--- src/acpr_pkg.sv ---
package acpr_pkg;

    localparam int ENTRIES = 16;
    localparam int ADDR_W  = 32;
    localparam int DATA_W  = 32;
    localparam int FUNC_W  = 2;
    localparam int IDX_W   = $clog2(ENTRIES);
    localparam int CNT_W   = $clog2(ENTRIES + 1);

    localparam logic [FUNC_W-1:0] FUNC_READ  = 2'd0;
    localparam logic [FUNC_W-1:0] FUNC_PUT   = 2'd1;
    localparam logic [FUNC_W-1:0] FUNC_WRITE = 2'd2;
    localparam logic [FUNC_W-1:0] FUNC_NOP   = 2'd3;

    typedef struct packed {
        logic [ADDR_W-1:0] addr;
        logic [DATA_W-1:0] data;
        logic              clean;
    } slot_t;

    typedef enum logic [2:0] {
        S_IDLE,
        S_SCAN,
        S_VREAD,
        S_VCAP,
        S_RESULT
    } state_t;

endpackage

--- src/acpr_store.sv ---
module acpr_store (
    input  logic                      aclk,
    input  logic                      wr_en,
    input  logic [acpr_pkg::IDX_W-1:0] wr_idx,
    input  acpr_pkg::slot_t           wr_entry,
    input  logic                      rd_en,
    input  logic [acpr_pkg::IDX_W-1:0] rd_idx,
    output acpr_pkg::slot_t           rd_entry
);
    import acpr_pkg::*;

    slot_t mem [ENTRIES];
    slot_t rd_entry_reg;

    always_ff @(posedge aclk) begin
        if (wr_en) begin
            mem[wr_idx] <= wr_entry;
        end
    end

    always_ff @(posedge aclk) begin
        if (rd_en) begin
            rd_entry_reg <= mem[rd_idx];
        end
    end

    assign rd_entry = rd_entry_reg;

endmodule

--- src/assoc_cache_parity_replacement_top.sv ---
// Channel   Ports                                    Direction  Transaction
// input     s_valid s_ready s_func s_address s_payload  in      one lookup/put/write
// result    m_valid m_ready m_hit m_read_data m_evicted  out     one result per input
//           m_victim_address m_victim_data m_victim_clean
//
// Sequence: a read or a hit-free fill scans the N slots in use (a hit in slot i ends the
// scan there); a fill that evicts then reads and captures the victim. The store's single
// read port compares one slot per cycle. A no-op code skips the scan.
// Reset: aresetn synchronous, active low; empties the cache, slot contents are not cleared.
// Stalls: s_ready is high only between transactions; a held result in the output
// register does not block acceptance, only the final hand-off.
module assoc_cache_parity_replacement_top (
    input  logic                        aclk,
    input  logic                        aresetn,
    input  logic                        s_valid,
    output logic                        s_ready,
    input  logic [acpr_pkg::FUNC_W-1:0] s_func,
    input  logic [acpr_pkg::ADDR_W-1:0] s_address,
    input  logic [acpr_pkg::DATA_W-1:0] s_payload,
    output logic                        m_valid,
    input  logic                        m_ready,
    output logic                        m_hit,
    output logic [acpr_pkg::DATA_W-1:0] m_read_data,
    output logic                        m_evicted,
    output logic [acpr_pkg::ADDR_W-1:0] m_victim_address,
    output logic [acpr_pkg::DATA_W-1:0] m_victim_data,
    output logic                        m_victim_clean
);
    import acpr_pkg::*;

    state_t             state_reg, state_next;
    logic [FUNC_W-1:0]  func_reg, func_next;
    logic [ADDR_W-1:0]  addr_reg, addr_next;
    logic [DATA_W-1:0]  data_reg, data_next;
    logic [CNT_W-1:0]   rd_idx_reg, rd_idx_next;
    logic               cmp_valid_reg, cmp_valid_next;
    logic [IDX_W-1:0]   cmp_idx_reg, cmp_idx_next;
    logic [IDX_W-1:0]   victim_reg, victim_next;
    logic [CNT_W-1:0]   fill_reg, fill_next;
    logic [IDX_W-1:0]   oldest_reg, oldest_next;

    logic               res_hit_reg, res_hit_next;
    logic [DATA_W-1:0]  res_rdata_reg, res_rdata_next;
    logic               res_evicted_reg, res_evicted_next;
    logic [ADDR_W-1:0]  res_vaddr_reg, res_vaddr_next;
    logic [DATA_W-1:0]  res_vdata_reg, res_vdata_next;
    logic               res_vclean_reg, res_vclean_next;

    logic               out_valid_reg, out_valid_next;
    logic               out_hit_reg, out_hit_next;
    logic [DATA_W-1:0]  out_rdata_reg, out_rdata_next;
    logic               out_evicted_reg, out_evicted_next;
    logic [ADDR_W-1:0]  out_vaddr_reg, out_vaddr_next;
    logic [DATA_W-1:0]  out_vdata_reg, out_vdata_next;
    logic               out_vclean_reg, out_vclean_next;

    logic               wr_en;
    logic [IDX_W-1:0]   wr_idx;
    slot_t              wr_entry;
    logic               rd_en;
    logic [IDX_W-1:0]   rd_idx;
    slot_t              rd_entry;

    logic               issue;
    logic               match;
    logic               is_read;
    logic               is_clean;

    acpr_store u_store (
        .aclk     (aclk),
        .wr_en    (wr_en),
        .wr_idx   (wr_idx),
        .wr_entry (wr_entry),
        .rd_en    (rd_en),
        .rd_idx   (rd_idx),
        .rd_entry (rd_entry)
    );

    assign issue    = (rd_idx_reg < fill_reg);
    assign match    = cmp_valid_reg && (rd_entry.addr == addr_reg);
    assign is_read  = (func_reg == FUNC_READ);
    assign is_clean = (func_reg == FUNC_PUT);

    always_ff @(posedge aclk) begin
        if (!aresetn) begin
            state_reg     <= S_IDLE;
            fill_reg      <= '0;
            oldest_reg    <= '0;
            out_valid_reg <= 1'b0;
            cmp_valid_reg <= 1'b0;
        end else begin
            state_reg     <= state_next;
            fill_reg      <= fill_next;
            oldest_reg    <= oldest_next;
            out_valid_reg <= out_valid_next;
            cmp_valid_reg <= cmp_valid_next;
        end
    end

    always_ff @(posedge aclk) begin
        func_reg        <= func_next;
        addr_reg        <= addr_next;
        data_reg        <= data_next;
        rd_idx_reg      <= rd_idx_next;
        cmp_idx_reg     <= cmp_idx_next;
        victim_reg      <= victim_next;
        res_hit_reg     <= res_hit_next;
        res_rdata_reg   <= res_rdata_next;
        res_evicted_reg <= res_evicted_next;
        res_vaddr_reg   <= res_vaddr_next;
        res_vdata_reg   <= res_vdata_next;
        res_vclean_reg  <= res_vclean_next;
        out_hit_reg     <= out_hit_next;
        out_rdata_reg   <= out_rdata_next;
        out_evicted_reg <= out_evicted_next;
        out_vaddr_reg   <= out_vaddr_next;
        out_vdata_reg   <= out_vdata_next;
        out_vclean_reg  <= out_vclean_next;
    end

    always_comb begin
        state_next       = state_reg;
        func_next        = func_reg;
        addr_next        = addr_reg;
        data_next        = data_reg;
        rd_idx_next      = rd_idx_reg;
        cmp_valid_next   = 1'b0;
        cmp_idx_next     = cmp_idx_reg;
        victim_next      = victim_reg;
        fill_next        = fill_reg;
        oldest_next      = oldest_reg;
        res_hit_next     = res_hit_reg;
        res_rdata_next   = res_rdata_reg;
        res_evicted_next = res_evicted_reg;
        res_vaddr_next   = res_vaddr_reg;
        res_vdata_next   = res_vdata_reg;
        res_vclean_next  = res_vclean_reg;
        out_valid_next   = out_valid_reg && !m_ready;
        out_hit_next     = out_hit_reg;
        out_rdata_next   = out_rdata_reg;
        out_evicted_next = out_evicted_reg;
        out_vaddr_next   = out_vaddr_reg;
        out_vdata_next   = out_vdata_reg;
        out_vclean_next  = out_vclean_reg;
        wr_en            = 1'b0;
        wr_idx           = cmp_idx_reg;
        wr_entry         = '{addr: addr_reg, data: data_reg, clean: is_clean};
        rd_en            = 1'b0;
        rd_idx           = rd_idx_reg[IDX_W-1:0];

        unique case (state_reg)
            S_IDLE: begin
                if (s_valid) begin
                    func_next        = s_func;
                    addr_next        = s_address;
                    data_next        = s_payload;
                    rd_idx_next      = '0;
                    res_hit_next     = 1'b0;
                    res_rdata_next   = '0;
                    res_evicted_next = 1'b0;
                    res_vaddr_next   = '0;
                    res_vdata_next   = '0;
                    res_vclean_next  = 1'b0;
                    state_next       = (s_func == FUNC_NOP) ? S_RESULT : S_SCAN;
                end
            end
            S_SCAN: begin
                // one read in flight; compare the slot fetched last cycle
                rd_en          = issue;
                cmp_valid_next = issue;
                cmp_idx_next   = rd_idx_reg[IDX_W-1:0];
                if (issue) begin
                    rd_idx_next = rd_idx_reg + 1'b1;
                end
                if (match) begin
                    res_hit_next = 1'b1;
                    if (is_read) begin
                        res_rdata_next = rd_entry.data;
                    end else begin
                        wr_en  = 1'b1;
                        wr_idx = cmp_idx_reg;
                    end
                    state_next = S_RESULT;
                end else if (!issue) begin
                    if (is_read) begin
                        state_next = S_RESULT;
                    end else if (fill_reg < CNT_W'(ENTRIES)) begin
                        wr_en      = 1'b1;
                        wr_idx     = fill_reg[IDX_W-1:0];
                        fill_next  = fill_reg + 1'b1;
                        state_next = S_RESULT;
                    end else begin
                        if (!addr_reg[0]) begin
                            victim_next = oldest_reg;
                        end else if (oldest_reg == '0) begin
                            victim_next = IDX_W'(ENTRIES - 1);
                        end else begin
                            victim_next = oldest_reg - 1'b1;
                        end
                        state_next = S_VREAD;
                    end
                end
            end
            S_VREAD: begin
                rd_en  = 1'b1;
                rd_idx = victim_reg;
                if (!addr_reg[0]) begin
                    oldest_next = (oldest_reg == IDX_W'(ENTRIES - 1)) ? '0
                                                                      : oldest_reg + 1'b1;
                end
                state_next = S_VCAP;
            end
            S_VCAP: begin
                res_evicted_next = 1'b1;
                res_vaddr_next   = rd_entry.addr;
                res_vdata_next   = rd_entry.data;
                res_vclean_next  = rd_entry.clean;
                wr_en            = 1'b1;
                wr_idx           = victim_reg;
                state_next       = S_RESULT;
            end
            S_RESULT: begin
                if (!out_valid_reg || m_ready) begin
                    out_valid_next   = 1'b1;
                    out_hit_next     = res_hit_reg;
                    out_rdata_next   = res_rdata_reg;
                    out_evicted_next = res_evicted_reg;
                    out_vaddr_next   = res_vaddr_reg;
                    out_vdata_next   = res_vdata_reg;
                    out_vclean_next  = res_vclean_reg;
                    state_next       = S_IDLE;
                end
            end
            default: begin
                state_next = S_IDLE;
            end
        endcase
    end

    assign s_ready          = (state_reg == S_IDLE);
    assign m_valid          = out_valid_reg;
    assign m_hit            = out_hit_reg;
    assign m_read_data      = out_rdata_reg;
    assign m_evicted        = out_evicted_reg;
    assign m_victim_address = out_vaddr_reg;
    assign m_victim_data    = out_vdata_reg;
    assign m_victim_clean   = out_vclean_reg;

    a_fill_bound: assert property (@(posedge aclk) disable iff (!aresetn)
        fill_reg <= CNT_W'(ENTRIES))
        else $error("fill count beyond capacity");

    a_fill_step: assert property (@(posedge aclk) disable iff (!aresetn)
        !$stable(fill_reg) |-> fill_reg == $past(fill_reg) + 1'b1)
        else $error("fill count moved by other than one");

    a_oldest_full: assert property (@(posedge aclk) disable iff (!aresetn)
        !$stable(oldest_reg) |-> $past(fill_reg) == CNT_W'(ENTRIES))
        else $error("oldest pointer moved before cache full");

    a_oldest_range: assert property (@(posedge aclk) disable iff (!aresetn)
        oldest_reg <= IDX_W'(ENTRIES - 1))
        else $error("oldest pointer out of range");

    a_result_src: assert property (@(posedge aclk) disable iff (!aresetn)
        $rose(m_valid) |-> $past(state_reg == S_RESULT))
        else $error("result raised outside result state");

endmodule
--- config.mk ---
export PLATFORM = sky130hd
export DESIGN_NAME = assoc_cache_parity_replacement_top
export DESIGN_NICKNAME = d
export VERILOG_FILES = /design/src/acpr_pkg.sv /design/src/acpr_store.sv /design/src/assoc_cache_parity_replacement_top.sv
export SDC_FILE = /design/constraint.sdc
export NUM_CORES = 2
export LEC_CHECK = 0
export BUFFER_PORTS_ARGS = -buffer_cell sky130_fd_sc_hd__buf_2
export CORE_AREA = 3 3 327 329
export DETAILED_ROUTE_END_ITERATION = 12
export DIE_AREA = 0 0 330 332
export GPL_ROUTABILITY_DRIVEN = 0
export PLACE_DENSITY = 0.67
export SETUP_SLACK_MARGIN = 0.5
export SKIP_CTS_REPAIR_TIMING = 1
export SLEW_MARGIN = 10
export SYNTH_ARGS = -nofsm -noshare
export SYNTH_HDL_FRONTEND = slang
export SYNTH_SLANG_ARGS = --single-unit
--- constraint.sdc ---
create_clock -name aclk -period 14 [get_ports aclk]
set_input_delay 0.7 -clock aclk [delete_from_list [all_inputs] [get_ports aclk]]
set_output_delay 0.7 -clock aclk [all_outputs]
set_load 0.02 [all_outputs]
==> summary.txt <==
Critical path
  – Critical Path, Cell by Cell: inv_2 > or3_1 > mux2i_4 > buf_4 > buf_4 > buf_4 > mux4_2 > and2_1 > a211oi_1 > a31oi_1
  – Number of cells traversed by the worst register-to-register path: 10
  – Required time reported for the critical path endpoint: 14.43 ns
  – WS Path Type: flop to flop
  – Top cell family by delay on the critical path: buffers and inverters
  – Sum of buffers and inverters on the critical path: 4
  – Cell with the largest stage delay on the worst path: buf_4
  – Crit-path max FO: 46
  – Largest stage delay, worst path: 0.84 ns
  – Most used cell along the critical path: buf_4
  – Crit start category: flop
  – Critical path depth: 10
  – WP data arrival: 6.11 ns
  – Critical Path End Type: flop

Clock network
  – Cts bufs inserted: 140
  – Clock-pin slew on the worst setup and hold paths: 0.06 ns
  – Clock tree from TritonCTS: built
  – Clock network latency to the later pin of the worst-skew pair: 0.73 ns
  – Maximum buffer depth of the clock tree: 3
  – Number of clock sinks: 1,396
  – Root cell of the clock tree: clkbuf_16
  – H-tree level count: 4

Place
  – HPWL after detailed placement: 58,200 um
  – Number of cells after detailed placement: 3,908
  – Input/output buffers: 170
  – Worst setup timing slack at the placement stage: 8.07 ns
  – Area of placed instances: 0.0546 mm2

Power
  – Cell leakage power: 19.4 nW
  – IR Drop Worst-Case VDD: 0.105 mV
  – Post-layout total power: 9.18 mW
  – Areal power density over the cells: 155 mW/mm2

Global route
  – Via count of the first global-routing pass: 25,700
  – Global-route wire length before repair: 172,000 um
  – Number of antenna violations at the first check in global routing: 3
  – Maximum number of pins on one net before global-route repair: 150
  – Remaining global-route overflow: 0
  – Total Routing Usage GR: 0.215

Synthesis
  – Primary FF master, synth: edfxtp_1
  – FFs w/ async S/R, synth: 0
  – Post-synth net total: 2,504
  – Cell Area, Synth: 0.0521 mm2
  – Ys Warns: 0
  – Number of standard cells after synthesis: 2,426
  – Number of storage elements in the synthesis netlist: 1,396
  – Number of enable flip-flop cells after synthesis: 1,382
  – Mean Syn Cell Area: 21.5 um2
  – Sequential fraction of the synthesis area: 0.802
  – Distinct cell type count of the synthesized netlist: 47

Floorplanning
  – Height of the chip: 332 um
  – Core Footprint: 0.104 mm2
  – Cell row count: 118
  – Ports: 171
  – Width of the die: 330 um
  – Die Outline Area: 0.110 mm2
  – Initial Util: 0.502

Route
  – DRT Pass-1 Iters: 6
  – Total routed wirelength: 116,000 um
  – Antenna Nets Post-Route: 0
  – Number of violations reported at the end of detailed-routing iteration 0: 2,914
  – Average wire per cell in the routed design: 27.8 um
  – Detailed-route DRC error count: 0
  – Vias per Instance: 6.03
  – Via count of the routed design: 25,000

Finish
  – Final core utilization: 0.570
  – P&R area growth vs syn: 13.6%
  – Layout cells sized above 1: 0.257
  – Number of standard cells in the layout, taps in and fillers out: 4,157
  – Number of nets at the end of the flow: 2,749
  – Design area: 0.0591 mm2
  – Ant diodes: 0
  – Total area of multi-input combinational cells: 0.00975 mm2
  – Flip-flop count of the largest register, all copies and words added: 1,040
  – Sequential cell area: 0.0418 mm2
  – # fillers: 7,445

Timing
  – Tightest hold margin: 0.144 ns
  – Number of max-slew violations in the final report: 0
  – Slew at the pin closest to its max-slew limit: 1.14 ns
  – Clock Skew: 0.0252 ns
  – Smallest setup slack after layout: 8.32 ns
  – Total setup violations reported at the end of the flow: 0
  – Max Freq: 0.176 GHz
  – Fraction of the cycle the final worst path needs: 0.406
  – Period minus WS final: 5.68 ns
  – Final Hold Violating Endpoints: 0
  – Unrepaired setup endpoints after global routing: false
  – Max transition margin: 0.240
  – Post-route setup TNS: 0 ns

Status
  – Run status: finished clean

Worst hold path
  – Depth of the worst hold-timing path: 1
  – Worst Hold Class: input pin to flop

Job
  – Total of max-cap violations: 0
==> power by group <==
part	switching, mW	internal (mW)	total (mW)
clock	1.53	2.12	3.64
combinational	0.401	0.273	0.674
sequential	0.0948	4.77	4.86
total	2.02	7.16	9.18
==> worst register-to-register path, stage by stage (launching register included) <==
cell and delay [ns]:
dfxtp_2 0.33, inv_2 0.51, or3_1 0.60, mux2i_4 0.34, buf_4 0.74, buf_4 0.88
buf_4 0.85, mux4_2 0.65, and2_1 0.17, a211oi_1 0.25, a31oi_1 0.07
==> cells by family (layout without fill, tap and decap cells) <==
family / count (synthesis) / in the layout / share of synthesized area
and+or+nand+nor: 399 / 399 / 0.0389
xor gates and xnor gates: 38 / 38 / 0.00639
adders and majority gates: 8 / 8 / 0.00192
AOI/OAI and AO/OA: 175 / 175 / 0.0226
buffers and inverters: 142 / 493 / 0.0135
muxes: 268 / 268 / 0.114
DFF: 1396 / 1396 / 0.802
==> per-layer routing <==
| layer | track usage | vias up | part of all wire |
|---|---|---|---|
| met4 | 0.0644 | 2 | 0.023 |
| met1 | 0.320 | 13300 | 0.43 |
| met2 | 0.329 | 1123 | 0.47 |
| met5 | 0 | - | 0.00017 |
| li1 | - | 10500 | - |
| met3 | 0.0392 | 184 | 0.079 |
==> cell type report <==
| type | count | area share |
|---|---|---|
| flip-flops and latches | 1396 | 0.706 |
| multi-input cells | 888 | 0.165 |
| clock buffers | 178 | 0.0638 |
| well taps | 1380 | 0.0292 |
| repair buffers | 230 | 0.0225 |
| clock inverters | 70 | 0.0122 |
| inverters | 15 | 0.000994 |
==> worst paths after layout <==
check	startpoint	endpoint	slack (ns)
max reg2reg	state_reg[1]	u_store.rd_entry[60]	8.32
max	state_reg[1]	u_store.rd_entry[60]	8.32
min	s_address[19]	addr_reg[19]	0.14
min reg2reg	res_vdata_reg[17]	m_victim_data[17]	0.41
==> cells in the mapped netlist, drive strengths merged, types with 2 or more instances <==
cell	count	share of area
edfxtp	1382	0.80
mux4	260	0.11
nand2	150	0.011
and3	98	0.012
clkbuf	77	0.0055
a211oi	67	0.0097
a31oi	67	0.0080
and2	66	0.0079
buf	50	0.0068
xnor2	33	0.0055
nor2	26	0.0019
nor3	21	0.0020
inv	15	0.0011
dfxtp	14	0.0054
a21oi	12	0.0012
o21ai	12	0.0012
nand3	9	0.00086
nand4	9	0.0011
ha	8	0.0019
mux2i	6	0.0016
nand2b	5	0.00060
or3	5	0.00060
xor2	5	0.00084
nor2b	4	0.00048
a21o	3	0.00043
a2bb2oi	2	0.00034
mux2	2	0.00043
nor4	2	0.00024
o21a	2	0.00029
o22a	2	0.00034
o22ai	2	0.00024
or4	2	0.00029
==> cells in the final DEF, fill, tap and decap left out, drive strengths merged, types with 2 or more instances in the layout <==
cell type  count
dfxtp         14
mux2           2
clkbuf       178
o21a           2
inv           21
nor4           2
o22a           2
ha             8
bufinv        11
a2bb2oi        2
edfxtp      1382
mux4         260
o22ai          2
nor3          21
nand3          9
a211oi        67
a21o           3
nand2b         5
nand2        150
or3            5
mux2i          6
xor2           5
clkinv        50
and3          98
or4            2
nand4          9
clkinvlp       3
a21oi         12
nor2b          4
a31oi         67
nor2          26
o21ai         12
buf          230
and2          66
xnor2         33
Note: power is estimated with default switching activity, not from simulation.
